### config.mk
export PLATFORM = sky130hd
export DESIGN_NAME = yti_queue
export DESIGN_NICKNAME = d
export VERILOG_FILES = /design/src/rtl/yti_queue.sv
export SDC_FILE = /design/constraint.sdc
export NUM_CORES = 1
export LEC_CHECK = 0
export BUFFER_PORTS_ARGS = -buffer_cell sky130_fd_sc_hd__buf_2
export CAP_MARGIN = 20
export CORE_ASPECT_RATIO = 0.75
export CORE_UTILIZATION = 50
export DETAILED_ROUTE_END_ITERATION = 10
export PLACE_DENSITY = 0.81
export SLEW_MARGIN = 10
export SYNTH_ARGS = -nofsm -noshare
export SYNTH_HDL_FRONTEND = slang
export SYNTH_SLANG_ARGS = --single-unit
export TNS_END_PERCENT = 5
### constraint.sdc
create_clock -name clk -period 2.65 [get_ports clk]
set_clock_uncertainty 0.2 [all_clocks]
set_input_delay 0.3975 -clock clk [delete_from_list [all_inputs] [get_ports clk]]
set_output_delay 0.3975 -clock clk [all_outputs]
set_load 0.02 [all_outputs]
### src/rtl/yti_queue.sv
// ----------------------------------------------------------------------------
// yti_queue
// Small register FIFO that decouples the front and back of the converter.
// ----------------------------------------------------------------------------
module yti_queue #(
	parameter int WIDTH = 8,
	parameter int DEPTH = 4
) (
	input  logic             clk,
	input  logic             arst_n,
	input  logic             push,
	input  logic [WIDTH-1:0] din,
	output logic             full,
	input  logic             pop,
	output logic [WIDTH-1:0] dout,
	output logic             empty
);
	localparam int PTR_W = (DEPTH > 1) ? $clog2(DEPTH) : 1;
	localparam int CNT_W = $clog2(DEPTH + 1);

	logic [WIDTH-1:0] entry_q [DEPTH];
	logic [PTR_W-1:0] wr_ptr_q, rd_ptr_q;
	logic [CNT_W-1:0] count_q;

	assign full  = (count_q == CNT_W'(DEPTH));
	assign empty = (count_q == '0);
	assign dout  = entry_q[rd_ptr_q];

	always_ff @(posedge clk) begin
		if (push) begin
			entry_q[wr_ptr_q] <= din;
		end
	end

	always_ff @(posedge clk or negedge arst_n) begin
		if (!arst_n) begin
			wr_ptr_q <= '0;
			rd_ptr_q <= '0;
			count_q  <= '0;
		end else begin
			if (push) begin
				wr_ptr_q <= (wr_ptr_q == PTR_W'(DEPTH - 1)) ? '0 : wr_ptr_q + 1'b1;
			end
			if (pop) begin
				rd_ptr_q <= (rd_ptr_q == PTR_W'(DEPTH - 1)) ? '0 : rd_ptr_q + 1'b1;
			end
			case ({push, pop})
				2'b10:   count_q <= count_q + 1'b1;
				2'b01:   count_q <= count_q - 1'b1;
				default: count_q <= count_q;
			endcase
		end
	end

endmodule

==> impl_metrics.tcl <==
set metrics [dict create \
    gp_congestion 0.668 \
    tns_ns 0 \
    htreeDepth 2 \
    fin_util_pct 62.1 \
    tightest_slew_ns 0.613 \
    portBuffers 21 \
    core_um2 2960 \
    die_x_um 66.8 \
    fmax_mhz 422 \
    ys.flop_type "edfxtp_1" \
    synth.distinct_cells 19 \
    clockRootBuffer "clkbuf_8" \
    cts_tree "built" \
    nNetsFinal 126 \
    initialDrtViolationCount 22 \
    grt_util_met1_pct 19.6 \
    grt_use_met3_pct 6.14 \
    min_period_ns 2.37 \
    insertion_delay_ns 0.29 \
    vias 750 \
    dr.pass1.iters 4 \
    status "finished, final reports clean" \
    dpl.hpwl_mm 1.66 \
    crit_slowest_cell "dfrtp_1" \
    drc 0 \
    hold_path_depth 1 \
    post_dp_cell_area_um2 1710 \
    nFillCells 216 \
    ant_nets 0 \
    synthToLayoutAreaGrowth_pct 16.8 \
    relSlewSlack_pct 59.1 \
    synth_top_area_cell "edfxtp_1" \
    synth_edf_count 32 \
    place_inst 137 \
    clkSinkCount 39 \
    maxCapViolations 0 \
    synth_most_common_cell "edfxtp_1" \
    routed_wl_mm 2.37 \
    finalNonFillerCells 146 \
    diodes 0 \
    grt_first_pass_wirelength_mm 3.67 \
    ys_seq_elements 39 \
    end_kind "output pin" \
    numCtsBuffers 5 \
    fp-row-count 17 \
    synth_area_um2 1570 \
    antenna_found_initial 0 \
    final-setup-viol-count 0 \
    cts-resized-gates 0 \
    yosysWarnings 0 \
    slew_violations 0 \
    regArea_um2 1140 \
    die_y_um 50.6 \
    yosysTopAreaCellShare_pct 61.1 \
    synthTopCellsByArea "edfxtp_1 61%, mux4_2 11%, dfrtp_1 11%" \
    vdd.ir_drop.worst_v 0.000449 \
    crit_buf_inv 1 \
    dieArea_um2 3380 \
    io_pins 22 \
    grt_overflow 0 \
    finalInstanceArea_um2 1840 \
    rsz0062_at_grt "no" \
    period_share_pct 89.4 \
    grt_max_degree 13 \
    power_leakage_nw 0.713 \
    path_cells "mux4_2 > buf_2" \
    p_per_area_nw_per_um2 1090 \
    critPathMaxStageDelay_ns 0.74 \
    wl_per_cell_um 16.2 \
    async_flop_share_pct 17.9 \
    met2_usage_pct 26.1 \
    clk_pin_slew_ns 0.07 \
    ys_seq_area_share_pct 72.2 \
    avgSynthCellArea_um2 19.7 \
    power.total_mw 1.99 \
    crit_family "flip-flops" \
    ys_top_cells_by_count "32 x edfxtp_1, 8 x mux4_2, 7 x dfrtp_1" \
    cp-start-kind "register" \
    vias_per_cell 5.14 \
    critPathArrivalTime_ns 1.77 \
    required_ns 2.05 \
    start_util_pct 53.2 \
    path_depth 2 \
    clock_path_buffers 2 \
    multi_input_area_um2 398 \
    grt_use_total_pct 16.6 \
    top_usage_layer "met2" \
    drive_gt1_share_pct 36.1 \
    r2r_cells 2 \
    grt_pass1_vias 747 \
    hold_viol_final 0 \
    cp_max_fo 11 \
    hold_path.class "input pin to register" \
    synth_nets 99 \
    path_class "register to output pin" \
    synthCells 80 \
]
## area by class of cell
class / instances / share of cell area [%]
clock inverters: 2 / 1.91
well taps: 38 / 2.59
repair buffers: 22 / 6.27
clock buffers: 6 / 4.50
inverters: 6 / 1.23
flip-flops and latches: 39 / 61.9
multi-input cells: 33 / 21.7
## worst paths after layout
path	from	to	slack, ns
min in group asynchronous	arst_n	count_q[1]	0.27
hold / removal	din[4]	entry_q[0][4]	0.12
hold reg to reg	count_q[2]	count_q[2]	0.29
setup / recovery	rd_ptr_q[0]	dout[6]	0.28
setup reg to reg	rd_ptr_q[0]	rd_ptr_q[1]	1.00
max in group asynchronous	arst_n	rd_ptr_q[1]	1.82
## state kept, by name (all words and copies together), names as in the netlist
signal / flops
count_q: 3
entry_q: 32
rd_ptr_q: 2
wr_ptr_q: 2
## per-stage QoR
stage / setup WS [ns] / hold WS [ns]
floorplan: 0.965 / -0.0981
global placement: 0.588 / 0.0334
detailed placement: 0.559 / 0.0466
CTS: 0.237 / 0.114
global route: 0.160 / 0.120
finish: 0.281 / 0.119
## metal layers
metal  share of wire [%]  wire (um)  vias to the layer above
li1                    -          -                      356
met1                  42        987                      372
met2                  51       1210                       16
met3                 4.9        116                        6
met4                 2.4         57                        0
met5                   0          0                        -
## power breakdown
| part | switching (mW) | internal (mW) | leakage (nW) | total [mW] |
|---|---|---|---|---|
| Combinational | 0.293 | 0.270 | 0.275 | 0.563 |
| Sequential | 0.120 | 0.806 | 0.377 | 0.926 |
| Clock | 0.200 | 0.304 | 0.0612 | 0.505 |
## cell families after synthesis
kind of cell	count (synthesis)	share of synthesized area [%]
xor+xnor	3	1.67
flops	39	72.2
compound gates	2	0.636
mux	11	13.5
buf+inv	8	2.47
fa+ha+maj	7	6.05
simple gates	10	3.42
## cells in the final DEF, fill, tap and decap left out, drive strengths merged
cell type / count
dfrtp: 7
nor2: 2
edfxtp: 32
mux2i: 1
xnor2: 1
mux2: 2
fa: 1
ha: 6
xor2: 2
mux4: 8
and2: 4
nor3: 1
nand2: 1
o21ai: 2
dlygate4sd3: 1
clkinv: 1
buf: 21
or3: 1
inv: 6
and3: 1
clkbuf: 6
bufinv: 1
## timing repair
item,CTS,global route
endpoints found under the hold margin,7,0
hold buffers,1,0
setup endpoints to repair,0,0
setup buffers,0,0
(Power assumes the default switching activity.)
