[src/rtl/yti_pkg.sv]
// ----------------------------------------------------------------------------
// yti_pkg
// Shared types, constants and helpers of the YUYV to I420 converter.
// ----------------------------------------------------------------------------
package yti_pkg;

	// Configuration port
	localparam int CFG_DATA_W = 32;
	localparam int CFG_ADDR_W = 3;
	localparam int CFG_REG_W  = 12;

	// Register index, taken from paddr[2]
	localparam logic REG_FRAME_WIDTH  = 1'b0;
	localparam logic REG_FRAME_HEIGHT = 1'b1;

	localparam logic [CFG_REG_W-1:0] FRAME_WIDTH_RST  = 12'd640;
	localparam logic [CFG_REG_W-1:0] FRAME_HEIGHT_RST = 12'd480;

	// Defaults for the top level parameters
	localparam int DEF_MAX_WIDTH  = 2048;
	localparam int DEF_MAX_HEIGHT = 2048;

	// Decoupling queue between front and back
	localparam int QUEUE_DEPTH = 4;

	// Position fields in flight; bounded by the 12-bit size registers
	// (row < 4094, column < 2047) whatever the parameters are.
	localparam int ROW_BITS = 12;
	localparam int COL_BITS = 11;

	typedef struct packed {
		logic [7:0] luma_a;
		logic [7:0] chroma_u;
		logic [7:0] luma_b;
		logic [7:0] chroma_v;
	} yuyv_t;

	typedef struct packed {
		logic [21:0] luma_address;
		logic [7:0]  luma_first;
		logic [7:0]  luma_second;
		logic        chroma_valid;
		logic [19:0] chroma_index;
		logic [7:0]  cb_out;
		logic [7:0]  cr_out;
		logic        frame_end;
	} plane_t;

	// Classified macropixel, front to back
	typedef struct packed {
		yuyv_t              pix;
		logic [7:0]         prev_cb;
		logic [7:0]         prev_cr;
		logic [ROW_BITS-1:0] row;
		logic [COL_BITS-1:0] col;
		logic               odd;
		logic [19:0]        chroma_index;
		logic               frame_end;
	} item_t;

	// Register value with low bit cleared, kept within [2, maxv & ~1]
	function automatic logic [CFG_REG_W-1:0] eff_size(input logic [CFG_REG_W-1:0] r,
		input int maxv);
		int s;
		s = int'(r & 12'hFFE);
		if (s == 0) begin
			s = 2;
		end
		if (s > maxv) begin
			s = maxv & ~1;
		end
		if (s == 0) begin
			s = 2;
		end
		return CFG_REG_W'(s);
	endfunction

endpackage

[src/rtl/yti_back.sv]
// ----------------------------------------------------------------------------
// yti_back
// Computes plane addresses and chroma averages and holds the output register.
// ----------------------------------------------------------------------------
module yti_back (
	input  logic                          clk,
	input  logic                          arst_n,
	input  logic [yti_pkg::CFG_REG_W-1:0] w_eff,
	input  yti_pkg::item_t                item,
	input  logic                          item_empty,
	output logic                          item_pop,
	output logic                          plane_valid,
	input  logic                          plane_stall,
	output yti_pkg::plane_t               plane
);
	import yti_pkg::*;

	logic                valid_s2;
	logic [21:0]         prod_s2;
	logic [COL_BITS-1:0] col_s2;
	logic [7:0]          la_s2, lb_s2;
	logic                odd_s2;
	logic [19:0]         cidx_s2;
	logic [7:0]          cb_s2, cr_s2;
	logic                fend_s2;

	logic   valid_q;
	plane_t plane_q;

	logic       out_adv, s2_adv;
	logic [8:0] cb_sum, cr_sum;

	assign out_adv  = !valid_q || !plane_stall;
	assign s2_adv   = !valid_s2 || out_adv;
	assign item_pop = !item_empty && s2_adv;

	// rounded vertical average
	assign cb_sum = 9'(item.prev_cb) + 9'(item.pix.chroma_u) + 9'd1;
	assign cr_sum = 9'(item.prev_cr) + 9'(item.pix.chroma_v) + 9'd1;

	always_ff @(posedge clk or negedge arst_n) begin
		if (!arst_n) begin
			valid_s2 <= 1'b0;
			valid_q  <= 1'b0;
		end else begin
			if (s2_adv) begin
				valid_s2 <= item_pop;
			end
			if (out_adv) begin
				valid_q <= valid_s2;
			end
		end
	end

	always_ff @(posedge clk) begin
		if (item_pop) begin
			prod_s2 <= 22'(item.row) * 22'(w_eff);
			col_s2  <= item.col;
			la_s2   <= item.pix.luma_a;
			lb_s2   <= item.pix.luma_b;
			odd_s2  <= item.odd;
			cidx_s2 <= item.chroma_index;
			cb_s2   <= cb_sum[8:1];
			cr_s2   <= cr_sum[8:1];
			fend_s2 <= item.frame_end;
		end
	end

	always_ff @(posedge clk) begin
		if (out_adv && valid_s2) begin
			plane_q.luma_address <= prod_s2 + 22'({col_s2, 1'b0});
			plane_q.luma_first   <= la_s2;
			plane_q.luma_second  <= lb_s2;
			plane_q.chroma_valid <= odd_s2;
			plane_q.chroma_index <= odd_s2 ? cidx_s2 : '0;
			plane_q.cb_out       <= odd_s2 ? cb_s2 : '0;
			plane_q.cr_out       <= odd_s2 ? cr_s2 : '0;
			plane_q.frame_end    <= fend_s2;
		end
	end

	assign plane_valid = valid_q;
	assign plane       = plane_q;

endmodule

[config.mk]
export PLATFORM = sky130hd
export DESIGN_NAME = yti_back
export DESIGN_NICKNAME = d
export VERILOG_FILES = /design/src/rtl/yti_pkg.sv /design/src/rtl/yti_back.sv
export SDC_FILE = /design/constraint.sdc
export NUM_CORES = 1
export LEC_CHECK = 0
export BUFFER_PORTS_ARGS = -buffer_cell sky130_fd_sc_hd__buf_2
export CORE_MARGIN = 2
export CORE_UTILIZATION = 30
export CTS_CLUSTER_DIAMETER = 100
export CTS_CLUSTER_SIZE = 12
export DETAILED_ROUTE_END_ITERATION = 10
export HOLD_SLACK_MARGIN = 0.12
export PLACE_DENSITY = 0.52
export REMOVE_ABC_BUFFERS = 1
export SYNTH_ARGS = -nofsm -noshare
export SYNTH_HDL_FRONTEND = slang
export SYNTH_SLANG_ARGS = --single-unit
[constraint.sdc]
create_clock -name clk -period 6.4 [get_ports clk]
set_input_delay 0.64 -clock clk [delete_from_list [all_inputs] [get_ports clk]]
set_output_delay 0.64 -clock clk [all_outputs]
set_load 0.005 [all_outputs]
==> reports/qor.txt, run 1 <==
CP max stage cell -> fa_1
Final ANT Viol Nets -> 0
port bufs -> 186
status -> finished clean
final hold viol count -> 0
R2R setup slack -> 3.84 ns
most frequent cells in the layout -> 186 x buf_2, 163 x edfxtp_1, 148 x inv_1
Min-Delay Startpoint -> item[7]
DR iter-0 viols -> 194
crit path kind -> input pin to flip-flop
Power Total -> 5.007 mW
pin count of the biggest net entering global routing -> 77
CP peak stage delay -> 0.54 ns
CTS H-Tree Depth -> 4
P&R area growth vs syn -> 18.90%
CTS tree -> yes
CTS Sinks -> 165
Worst-Skew Late Latency -> 0.43 ns
final setup skew -> 0.01485 ns
critical path startpoint category -> input pin
synthesized area -> 10,980 um2
via count -> 6,887
Ant. Diodes -> 0
minimum clock period -> 5.084 ns
Power Density -> 383.5 nW/um2
Die Y -> 195.3 um
Syn. warnings -> 0
via/cell ratio -> 4.340
critical path cell sequence -> buf_2 > and2_1 > fa_1 > inv_1 > fa_1 > inv_1 > fa_1 > fa_1 > inv_1 > fa_1 > inv_1 > ha_1 > o41a_1 > o22a_1 > o311ai_4 > nor2_4 > a311oi_2 > xnor2_1
share of post-route cells with drive strength above 1 -> 20.46%
antenna violations before repair -> 1
sequential element share of the synthesized area -> 45.03%
gpl congestion -> 0.8108
Worst EP required -> 6.58 ns
fin crit share -> 79.44%
LEAKAGE -> 5.871 nW
clock root buffer -> clkbuf_16
all-layer global routing usage -> 12.60%
Min-Delay Path Depth -> 1
final setup TNS -> 0 ns
Hold Crit Class -> input pin to flip-flop
hpwl dp -> 18.62 mm
post-layout util -> 35.92%
Synth Instances -> 926
IO Count -> 187
most frequent CP cell -> fa_1
Routed WL -> 23.11 mm
Least-Margin Pin Slew -> 1.009 ns
final global-route overflow total -> 0
worst-case clock buffer depth -> 2
number of global-route vias before repair -> 7,127
Starting Density -> 30.21%
Area contributors post-synth -> edfxtp_1 45%, fa_1 19%, ha_1 8.9%
Max FO, Critical Path -> 12
cts bufs inserted -> 17
Arrival @ worst endpoint -> 5.26 ns
Layout fillers -> 3,603
DRC -> 0
Cell Rows -> 70
Synth Area per Inst -> 11.86 um2
Finish-stage setup viols -> 0
Yosys top cell area share -> 44.58%
CP endpoint kind -> flip-flop
r2r worst-path depth -> 9
Hold Crit Endpoint -> cidx_s2[6]$_DFFE_PP_
WL/cell -> 14.56 um
final slew viol count -> 0
fmax -> 0.1967 GHz
RSZ-0062 raised after global routing -> no
core box area -> 36,350 um2
Worst-path clk slew -> 0.07 ns
Die ar. -> 38,150 um2
synthesized flop and latch total -> 165
first-pass GRT wire length -> 37.55 mm
Final Net Count -> 1,395
R2R Path Start -> prod_s2[1]$_DFFE_PP_
largest area contributor in the netlist -> edfxtp_1
maxcap violations -> 0
DRT Pass-1 Iters -> 7
post-synthesis cell type count -> 44
commonest non-fill, non-tap cell in the layout -> buf_2
DIE WIDTH -> 195.3 um
relative slew slack -> 32.71%
reg2reg end -> plane[75]$_DFFE_PP_
Max IR drop VDD -> 0.1564 mV
power breakdown:
part / leakage (nW) / switching, mW / internal (mW)
logic: 3.98 / 1.35 / 1.06
clock network: 0.294 / 0.461 / 0.559
registers: 1.60 / 0.0645 / 1.52
flip-flops by register name (all words and copies together), names as in the netlist:
| register | flops |
|---|---|
| lb_s2 | 8 |
| prod_s2 | 22 |
| cidx_s2 | 20 |
| cr_s2 | 8 |
| odd_s2 | 1 |
| cb_s2 | 8 |
| la_s2 | 8 |
| col_s2 | 11 |
| valid_s2 | 1 |
| fend_s2 | 1 |
| plane | 76 |
| plane_valid | 1 |
cells in the mapped netlist, drive strengths merged:
| master | count |
|---|---|
| o21a | 5 |
| a211oi | 6 |
| nand3b | 1 |
| edfxtp | 163 |
| xor2 | 20 |
| and3 | 6 |
| nor2 | 20 |
| o221ai | 1 |
| buf | 1 |
| o41a | 1 |
| o31ai | 1 |
| nor3b | 1 |
| or3 | 1 |
| a21o | 13 |
| nand4bb | 1 |
| and2 | 88 |
| nand4 | 1 |
| dfrtp | 2 |
| nand2b | 8 |
| and4 | 1 |
| a221oi | 1 |
| nand2 | 117 |
| nor2b | 3 |
| a211o | 2 |
| o22a | 1 |
| o211ai | 2 |
| o21ai | 12 |
| a21oi | 32 |
| nand3 | 8 |
| o311a | 1 |
| a31oi | 9 |
| fa | 102 |
| clkbuf | 28 |
| a21boi | 2 |
| xnor2 | 29 |
| o21bai | 3 |
| nor3 | 2 |
| inv | 148 |
| a311oi | 1 |
| or2 | 3 |
| ha | 78 |
| o311ai | 1 |
layout make-up:
type / count / area [um2] / share of cell area [%]
clock buffers: 17 / 425.4 / 3.258
clock inverters: 15 / 183.9 / 1.409
inverters: 148 / 555.5 / 4.255
multi-input cells: 584 / 5398 / 41.34
flip-flops and latches: 165 / 4945 / 37.87
well taps: 468 / 585.6 / 4.485
repair buffers: 190 / 963.4 / 7.379
worst max path at each step:
stage	start	to	slack [ns]	depth (start not counted)
2_1_floorplan	plane_stall	plane[0]$_DFFE_PP_	-0.36	1
3_3_place_gp	item[36]	prod_s2[21]$_DFFE_PP_	0.89	18
3_5_place_dp	item[36]	prod_s2[21]$_DFFE_PP_	0.84	18
4_1_cts	item[36]	prod_s2[21]$_DFFE_PP_	1.32	18
5_1_grt	item[36]	prod_s2[21]$_DFFE_PP_	1.14	18
6_report	item[36]	prod_s2[21]$_DFFE_PP_	1.32	18
critical path: cells and delay by family:
kind	cells	cell delay, ns
buf+inv	5	0.35
simple gates	2	0.27
compound gates	4	1.05
fa+ha+maj	6	2.82
xor+xnor	1	0.10
repair_timing:
| item | CTS | global route |
|---|---|---|
| resized for setup | 0 | 0 |
| hold buffers | 1 | 0 |
| endpoints found under the hold margin | 2 | 0 |
| setup buffers | 0 | 0 |
logic make-up (layout without fill, tap and decap cells):
group,Yosys count,count (layout),synth area share [%]
compound gates,94,94,5.731
fa+ha+maj,180,180,27.48
simple gates,261,261,11.79
flops,165,165,45.03
xor+xnor,49,49,3.908
buf+inv,177,370,6.051
layer usage:
layer | GRT usage [%] | routed length (um) | vias up
li1 | - | - | 3390
met1 | 16.55 | 10790 | 3279
met2 | 21.24 | 10910 | 198
met3 | 2.729 | 1174 | 18
met4 | 3.025 | 217 | 2
met5 | 0 | 13 | -
metrics by stage:
step | std cells | instance area [um2] | hold slack (ns) | setup slack, ns
detailed placement | 1554 | 12440 | 0.4045 | 0.8404
global route | 1587 | 13060 | 0.3462 | 1.138
finish | 1587 | 13060 | 0.3788 | 1.316
floorplan | 897 | 10870 | 0.3444 | -0.3647
CTS | 1587 | 13060 | 0.3544 | 1.325
global placement | 1554 | 12440 | 0.4006 | 0.8896
(Power assumes the default switching activity.)
==> run 2: changes to the inputs <==
--- a/config.mk
+++ b/config.mk
@@ -5,6 +5,7 @@
 export SDC_FILE = /design/constraint.sdc
 export NUM_CORES = 1
 export LEC_CHECK = 0
+export ABC_AREA = 1
 export BUFFER_PORTS_ARGS = -buffer_cell sky130_fd_sc_hd__buf_2
 export CORE_MARGIN = 2
 export CORE_UTILIZATION = 30
@@ -12,7 +13,7 @@
 export CTS_CLUSTER_SIZE = 12
 export DETAILED_ROUTE_END_ITERATION = 10
 export HOLD_SLACK_MARGIN = 0.12
-export PLACE_DENSITY = 0.52
+export PLACE_DENSITY = 0.5
 export REMOVE_ABC_BUFFERS = 1
 export SYNTH_ARGS = -nofsm -noshare
 export SYNTH_HDL_FRONTEND = slang
==> constraint.sdc (replaced) <==
create_clock -name clk -period 5.19 [get_ports clk]
set_input_delay 0.519 -clock clk [delete_from_list [all_inputs] [get_ports clk]]
set_output_delay 0.519 -clock clk [all_outputs]
set_load 0.005 [all_outputs]
==> run 2 against run 1 <==
Compared with the run above: worst setup slack worse by 0.85 ns; sequential share of layout area is 1.7 points lower; combinational power rose by 39%; global-route usage increased by 0.42 points; die area grew 4.6%; clock skew fell by 0.0060 ns; synthesized area increased by 4.7%; hold slack lost 0.11 ns; register-to-register slack got worse by 0.90 ns; critical path type unchanged; final cell count is 19% higher; first-iteration DRC count up 54%; highest routed layer is now met4.
==> reports/qor.txt, run 2 <==
status -> finished clean
Synth top cells by count -> 326 x nand2_1, 281 x inv_1, 163 x edfxtp_1
max reg flops -> 76 (unchanged)
Int Pwr -> 3.777 mW (+21%)
DRC -> 0 (unchanged)
cts bufs inserted -> 17 (unchanged)
via count -> 7,965 (+16%)
grt met1 use -> 17.78% (+1.2 points)
CTS Sinks -> 165 (unchanged)
CP endpoint kind -> flip-flop
DIE WIDTH -> 199.8 um (+2.3%)
async set-or-reset flop fraction in the synthesized netlist -> 1.212% (unchanged)
via/cell ratio -> 4.219 (-2.8%)
commonest non-fill, non-tap cell in the layout -> nand2_1
switching power total -> 2.773 mW (+48%)
Syn. warnings -> 0 (unchanged)
Multi-input gate area -> 5404 um2 (+0.12%)
Die Y -> 199.8 um (+2.3%)
post-layout util -> 36.24% (+0.32 points)
pre-CTS worst setup slack -> 0.02756 ns (-0.8129 ns)
all-layer global routing usage -> 13.02% (+0.42 points)
Synth Area per Inst -> 9.805 um2 (-17%)
largest area contributor in the netlist -> edfxtp_1
Clk pwr share -> 18.6% (-1.8 points)
clock root buffer -> clkbuf_16
maxcap violations -> 0 (unchanged)
number of global-route vias before repair -> 8,000 (+12%)
Max FO, Critical Path -> 12 (unchanged)
Starting Density -> 30.53% (+0.32 points)
Layout fillers -> 3,909 (+8.5%)
IO Count -> 187 (unchanged)
antenna violations before repair -> 0 (-1)
final hold viol count -> 0 (unchanged)
Cell Rows -> 71 (+1.4%)
Least-Margin Pin Slew -> 1.024 ns (+0.01504 ns)
Die ar. -> 39,920 um2 (+4.6%)
Final ANT Viol Nets -> 0 (unchanged)
LEAKAGE -> 6.979 nW (+19%)
Power Total -> 6.549 mW (+31%)
grt met2 use -> 21.48% (+0.23 points)
CTS H-Tree Depth -> 4 (unchanged)
Worst-Skew Late Latency -> 0.42 ns (about the same)
final setup TNS -> 0 ns (unchanged)
Arrival @ worst endpoint -> 4.90 ns (-0.36 ns)
Sw Share -> 42.34% (+4.9 points)
Worst EP required -> 5.37 ns (-1.21 ns)
Post-Place Cell Area -> 13,070 um2 (+5.1%)
Yosys top cell area share -> 42.56% (-2.0 points)
crit path kind -> input pin to flip-flop
Ant. Diodes -> 0 (unchanged)
gpl congestion -> 0.8710 (+7.4%)
Hold Crit Class -> input pin to flip-flop
Power Density -> 479.7 nW/um2 (+25%)
most frequent cells in the layout -> 326 x nand2_1, 280 x inv_1, 186 x buf_2
Finish-stage setup viols -> 0 (unchanged)
gr busiest metal -> met2
final slew viol count -> 0 (unchanged)
CTS tree -> yes
Top FF cell, synth -> edfxtp_1
fin crit share -> 91.07%
top-count cell post-synth -> nand2_1
critical path startpoint category -> input pin
Post-CTS Setup Inserts -> 0 (unchanged)
first-pass GRT wire length -> 40.90 mm (+8.9%)
Synth Instances -> 1,173 (+27%)
hpwl dp -> 20.19 mm (+8.4%)
Seq pwr share -> 30.1% (-1.5 points)
setup ws final -> 0.4635 ns (-0.8526 ns)
synthesized flop and latch total -> 165 (unchanged)
WL/cell -> 13.31 um (-8.6%)
worst-case clock buffer depth -> 2 (unchanged)
DR iter-0 viols -> 298 (+54%)
DRT Pass-1 Iters -> 4 (-3)
Area contributors post-synth -> edfxtp_1 43%, fa_1 18%, nand2_1 11%
FF+latch area -> 4945 um2 (unchanged)
minimum clock period -> 4.727 ns
relative slew slack -> 31.71% (-1.0 points)
final setup skew -> 0.008871 ns (-0.005981 ns)
Worst-path clk slew -> 0.07 ns (about the same)
Final Net Count -> 1,653 (+18%)
final global-route overflow total -> 0 (unchanged)
P&R area growth vs syn -> 18.70%
pin count of the biggest net entering global routing -> 77 (unchanged)
Routed WL -> 25.13 mm (+8.8%)
sequential element share of the synthesized area -> 42.99% (-2.0 points)
post-synthesis cell type count -> 33 (-25%)
port bufs -> 186 (unchanged)
fmax -> 0.2116 GHz
synthesized area -> 11,500 um2 (+4.7%)
Max IR drop VDD -> 0.2512 mV (+61%)
number of synthesized flops with an enable pin -> 163 (unchanged)
met3 Track Usage GR -> 2.016% (-0.71 points)
core box area -> 37,670 um2 (+3.6%)
share of post-route cells with drive strength above 1 -> 17.72% (-2.7 points)
Final Cell Area -> 13,650 um2 (+4.6%)
combinational power share -> 51.3% (+3.2 points)
RSZ-0062 raised after global routing -> no
-- run 2: kinds of logic after synthesis --
| kind of cell | share of synthesized area [%] |
|---|---|
| AO/OA/AOI/OAI | 2.948 |
| AND/OR/NAND/NOR | 15.07 |
| flip-flops | 42.99 |
| adder cells (fa/ha/maj) | 26.24 |
| buffers and inverters | 10.08 |
| XOR/XNOR | 2.665 |
-- run 2: routing by layer --
metal,share of wire [%],vias to the layer above
met4,1.3,0
met2,46,159
li1,-,4007
met3,5.1,21
met1,48,3778
met5,0,-
-- run 2: through the flow --
step | cells | hold WS, ns
2_1_floorplan | 1145 | 0.2234
3_3_place_gp | 1855 | 0.3089
3_5_place_dp | 1855 | 0.3140
4_1_cts | 1888 | 0.2471
5_1_grt | 1888 | 0.2452
6_report | 1888 | 0.2669
-- run 2: worst max-delay path, stage by stage --
cell	delay (ns)
buf_2	0.25
nand2_1	0.12
fa_1	0.54
inv_1	0.05
fa_1	0.55
fa_1	0.45
fa_1	0.55
inv_1	0.06
fa_1	0.52
inv_1	0.04
ha_1	0.36
a21oi_1	0.35
o21ai_1	0.10
inv_1	0.09
nor2_1	0.05
nor2_1	0.12
nand2_1	0.06
nand2_1	0.06
nand2_1	0.05
-- run 2: layout make-up --
| cell class | count | share of cell area (%) |
|---|---|---|
| Clock buffer | 18 | 3.144 |
| Clock inverter | 14 | 1.026 |
| Inverter | 281 | 7.735 |
| Multi-Input combinational cell | 699 | 39.58 |
| Sequential cell | 165 | 36.22 |
| Tap cell | 511 | 4.683 |
| Timing Repair Buffer | 200 | 7.607 |
-- run 2: power groups by stage --
stage | Clock, mW | Combinational, mW | Sequential (mW)
2_1_floorplan | 0 | 2.46 | 1.99
3_3_place_gp | 0 | 3.39 | 2.00
3_5_place_dp | 0 | 3.40 | 2.00
4_1_cts | 1.26 | 3.42 | 1.97
5_1_grt | 1.31 | 3.95 | 2.00
6_report | 1.22 | 3.36 | 1.97
-- run 2: path summary, 6_finish.rpt --
kind | start | end | slack [ns] | depth (start not counted)
max in group asynchronous | arst_n | valid_s2$_DFFE_PN0N_ | 4.66 | 2
min in group asynchronous | arst_n | plane_valid$_DFFE_PN0P_ | 0.43 | 2
max reg2reg | plane_valid$_DFFE_PN0P_ | cr_s2[3]$_DFFE_PP_ | 2.94 | 6
min reg2reg | lb_s2[5]$_DFFE_PP_ | plane[43]$_DFFE_PP_ | 0.42 | 0
max | w_eff[6] | prod_s2[20]$_DFFE_PP_ | 0.46 | 19
min | item[16] | cidx_s2[15]$_DFFE_PP_ | 0.27 | 1
-- run 2: what timing repair did --
action	CTS	global route
hold buffers	1	0
resized for setup	0	0
setup endpoints to repair	0	0
hold endpoints to repair	2	0
